--- src/rtl/rsi_pkg.sv ---
// Shared types and constants for the 2D ray against segment intersection block.
// Used by every module under rtl; depends on nothing.
package rsi_pkg;

	localparam int FRAC_BITS_DEF = 16;
	localparam int QDEPTH_DEF    = 2;
	localparam int SQRT_STEPS    = 32;
	localparam int DIV_STEPS     = 32;

	typedef enum logic [1:0] {
		ST_HIT      = 2'd0,
		ST_PARALLEL = 2'd1,
		ST_MISS     = 2'd2,
		ST_ZERO_DIR = 2'd3
	} status_t;

	typedef struct packed {
		logic signed [31:0] ox;
		logic signed [31:0] oy;
		logic signed [32:0] segx;
		logic signed [32:0] segy;
		logic signed [32:0] wx;
		logic signed [32:0] wy;
		logic               neg_x;
		logic               neg_y;
		logic [31:0]        mag_x;
		logic [31:0]        mag_y;
		logic [31:0]        len;
		logic               zero_dir;
	} geom_t;

	typedef struct packed {
		geom_t       g;
		logic [63:0] sq;
	} qent_t;

	typedef struct packed {
		logic signed [31:0] ox;
		logic signed [31:0] oy;
		logic               neg_x;
		logic               neg_y;
		logic [31:0]        qx;
		logic [31:0]        qy;
		logic               zero_dir;
	} ray_t;

	typedef struct packed {
		logic signed [31:0] ox;
		logic signed [31:0] oy;
		logic               neg_x;
		logic               neg_y;
		logic [31:0]        qx;
		logic [31:0]        qy;
		status_t            status;
	} pt_t;

endpackage

--- src/rtl/rsi_queue.sv ---
// Short queue between the front end and the back end.
// Register array with head and tail pointers. Depends on rsi_pkg.
module rsi_queue import rsi_pkg::*; #(
	parameter int DEPTH = QDEPTH_DEF
) (
	input  logic  clk,
	input  logic  arst_n,
	input  logic  push,
	input  qent_t push_data,
	input  logic  pop,
	output logic  full,
	output logic  valid,
	output qent_t head
);

	localparam int PW = (DEPTH > 1) ? $clog2(DEPTH) : 1;
	localparam int CW = $clog2(DEPTH + 1);

	qent_t         mem_q [DEPTH];
	logic [PW-1:0] wr_q, rd_q;
	logic [CW-1:0] cnt_q;
	logic          do_pop;

	always_comb begin
		full   = (cnt_q == CW'(DEPTH));
		valid  = (cnt_q != '0);
		head   = mem_q[rd_q];
		do_pop = pop && valid;
	end

	always_ff @(posedge clk or negedge arst_n) begin
		if (!arst_n) begin
			wr_q  <= '0;
			rd_q  <= '0;
			cnt_q <= '0;
		end else begin
			if (push) begin
				wr_q <= (wr_q == PW'(DEPTH - 1)) ? '0 : wr_q + 1'b1;
			end
			if (do_pop) begin
				rd_q <= (rd_q == PW'(DEPTH - 1)) ? '0 : rd_q + 1'b1;
			end
			if (push && !do_pop) begin
				cnt_q <= cnt_q + 1'b1;
			end else if (do_pop && !push) begin
				cnt_q <= cnt_q - 1'b1;
			end
		end
	end

	always_ff @(posedge clk) begin
		if (push) begin
			mem_q[wr_q] <= push_data;
		end
	end

endmodule

--- config.mk ---
export PLATFORM = sky130hd
export DESIGN_NAME = rsi_queue
export DESIGN_NICKNAME = d
export VERILOG_FILES = /design/src/rtl/rsi_pkg.sv /design/src/rtl/rsi_queue.sv
export SDC_FILE = /design/constraint.sdc
export NUM_CORES = 1
export LEC_CHECK = 0
export ABC_AREA = 0
export BUFFER_PORTS_ARGS = -buffer_cell sky130_fd_sc_hd__buf_4
export CAP_MARGIN = 20
export CORE_MARGIN = 2
export CORE_UTILIZATION = 33
export CTS_BUF_LIST = sky130_fd_sc_hd__clkbuf_4 sky130_fd_sc_hd__clkbuf_8
export DETAILED_ROUTE_END_ITERATION = 10
export GPL_ROUTABILITY_DRIVEN = 0
export PLACE_DENSITY_LB_ADDON = 0.3
export SLEW_MARGIN = 40
export SYNTH_ARGS = -nofsm -noshare
export SYNTH_HDL_FRONTEND = slang
export SYNTH_SLANG_ARGS = --single-unit
--- constraint.sdc ---
create_clock -name clk -period 20.4 [get_ports clk]
set_clock_uncertainty 0.15 [all_clocks]
set_input_delay 4.08 -clock clk [delete_from_list [all_inputs] [get_ports clk]]
set_output_delay 4.08 -clock clk [all_outputs]
set_load 0.02 [all_outputs]
==> summary.md <==
| Metric | Value |
|---|---|
| Outcome | `complete, no violations` |
| Post-Syn Area | `26210 µm²` |
| # IOs | `724` |
| Period utilization | `41.53%` |
| Pre-antenna DRT Iters | `4` |
| Clk pwr share | `23.9%` |
| Dpl hpwl | `42530 µm` |
| Layout cells sized above 1 | `62.46%` |
| Total GRT Usage | `14.45%` |
| Avg Inst Size Synth | `23.13 µm²` |
| TritonCTS clock tree | `yes` |
| Worst vdd ir | `0.00007875 V` |
| Post-synthesis sequential area ratio | `82.66%` |
| #FFs+latches synth | `722` |
| 1st-iter DRT viols | `727` |
| Minimum hold slack | `0.3271 ns` |
| Post-synth top cells | `edfxtp_1 (718), mux2_2 (359), buf_6 (34), buf_2 (6), dfrtp_1 (4)` |
| Seq pwr share | `41.2%` |
| Post-DR wirelength/cell | `19.94 µm` |
| Clk_lat worst skew | `0.69 ns` |
| Synth top area share | `82.28%` |
| Largest net degree at the start of global routing | `76` |
| Synth area leaders | `edfxtp_1 (82%), mux2_2 (15%), buf_6 (1.5%), dfrtp_1 (0.38%), buf_2 (0.11%)` |
| Worst-Margin Slew | `0.8228 ns` |
| Num rows | `103` |
| ANT nets after route | `0` |
| Cells after Synth | `1133` |
| Ys flop type | `edfxtp_1` |
| Internal Pwr Total | `0.003358 W` |
| Comb pwr share | `34.8%` |
| Achievable Freq | `118.0 MHz` |
| Total CTS buffers | `115` |
| RSZ-0062 raised after global routing | `no` |
| Via density | `4.381` |
| Vias in the first global route | `14440` |
| Die H | `285.8 µm` |
| Mapped Nets | `1497` |
| Rel. slew slack | `45.15%` |
| Static Leak | `12.98 nW` |
| Nets@finish | `2313` |
| Initial antenna violation count | `2` |
| Hold Path Class | `register to register` |
| Worst Setup End Kind | `primary output` |
| Total grt overflow | `0` |
| First-pass GRT wire length | `89100 µm` |
| # H-tree levels | `3` |
| Util after Layout | `44.38%` |
| Die Wd | `285.8 µm` |
| Setup-failing EPs final | `0` |
| Yosys synthesis warning count | `0` |
| Max Cap Viol | `0` |
| Total Wirelength | `61690 µm` |
| Clk slew on worst S/H paths | `0.05 ns` |
| Share of async-settable or async-resettable flops after synthesis | `0.5540%` |
| Cell taking the most area after synthesis | `edfxtp_1` |
| Remaining DRCs | `0` |
| Die area | `81680 µm²` |
| Initial core utilization | `33.28%` |
| Switching Share | `32.16%` |
| Final Instance Area | `34950 µm²` |
| CTS Hold Bufs | `0` |
| Clk buf depth | `3` |
| Arrival time worst endpoint | `4.24 ns` |
| Setup_tns | `0 ns` |
| Final slew viol count | `0` |
| Critical path startpoint category | `register` |
| CTS sink cnt | `722` |
| Final Hold Viols | `0` |
| Crit-path max FO | `75` |
| Synth-to-layout area growth | `33.36%` |
| Post-synth EDFFs | `718` |
| Core area | `78740 µm²` |
| Clock root cell | `clkbuf_8` |
| Most frequent cell after synthesis | `edfxtp_1` |
| Post-CTS Setup Repair Bufs | `0` |
| Fin crit period | `8.471 ns` |
| P_sw | `0.001592 W` |
| Critical setup path kind | `register to primary output` |
| PortBufs | `723` |
| DP Area | `32690 µm²` |
| Netlist cell types | `13` |
| CTS resizes | `0` |
| PwrDens | `141.7 nW/µm²` |
| CP required | `16.17 ns` |
| Vias | `13550` |
## layer usage
layer / routed length, µm / track usage (%) / vias up
met5: 0 / 0 / -
met4: 2042 / 6.335 / 0
met3: 6510 / 6.300 / 118
met2: 31240 / 24.98 / 572
met1: 21900 / 15.26 / 6665
li1: - / - / 6199
## worst max-delay path: stages (launching register included)
cell	delay, ns
dfrtp_4	0.76
buf_4	0.64
buf_4	0.74
buf_6	0.59
mux2_2	0.42
buf_4	0.16
## power groups by stage
| stage | Sequential, W | Combinational (W) | Clock [W] |
|---|---|---|---|
| after floorplan | 0.00215 | 0.00109 | 0 |
| after global placement | 0.00207 | 0.00173 | 0 |
| after detailed placement | 0.00208 | 0.00175 | 0 |
| after CTS | 0.00205 | 0.00176 | 0.00123 |
| after global routing | 0.00207 | 0.00182 | 0.00129 |
| final | 0.00204 | 0.00172 | 0.00118 |
## metrics by stage
stage	power, W	instances	setup slack, ns
2_1_floorplan	0.003242	1133	6.388
5_1_grt	0.005185	3094	11.62
3_5_place_dp	0.003822	2882	12.39
6_report	0.004950	3094	11.93
3_3_place_gp	0.003797	2882	12.43
4_1_cts	0.005031	3093	11.56
## state kept, by name, indices dropped and copies added (netlist names)
| signal | flops |
|---|---|
| wr_q | 1 |
| rd_q | 1 |
| mem_q | 718 |
| cnt_q | 2 |
## placed cells by master, fill, tap and decap left out, types with 3 or more instances in the layout
| master | instances |
|---|---|
| dfrtp_1 | 3 |
| buf_4 | 729 |
| clkbuf_8 | 117 |
| clkinv_2 | 5 |
| mux2_2 | 359 |
| edfxtp_1 | 718 |
| clkinv_1 | 37 |
| xor2_1 | 3 |
| clkbuf_4 | 44 |
| buf_6 | 10 |
## cell type report
type,instances,area (µm²)
fill,6899,43790
sequential,722,21660
timing repair buffer,739,5585
multi-input combinational,371,4141
clock buffer,161,1941
tap,1050,1314
clock inverter,50,299.0
antenna,1,2.502
## logic make-up after synthesis
kind of cell / share of synthesized area (%)
XOR/XNOR: 0.1671
AND/OR/NAND/NOR: 0.1241
adder cells (fa/ha/maj): 0.04774
flip-flops: 82.66
buffers and inverters: 1.576
multiplexers: 15.43
## path summary, 6_finish.rpt
check	slack (ns)	end	startpoint	cells after the start
worst min-delay path	0.33	cnt_q[1]$_DFFE_PN0P_	cnt_q[1]$_DFFE_PN0P_	1
worst max-delay path	11.93	head[91]	rd_q$_DFFE_PN0P_	5
worst max register to register	16.61	mem_q[0][123]$_DFFE_PP_	wr_q$_DFFE_PN0P_	5
worst min register to register	0.33	cnt_q[1]$_DFFE_PN0P_	cnt_q[1]$_DFFE_PN0P_	1
min in group asynchronous	3.02	rd_q$_DFFE_PN0P_	arst_n	1
max in group asynchronous	16.97	rd_q$_DFFE_PN0P_	arst_n	1
Note: power is estimated with default switching activity, not from simulation.
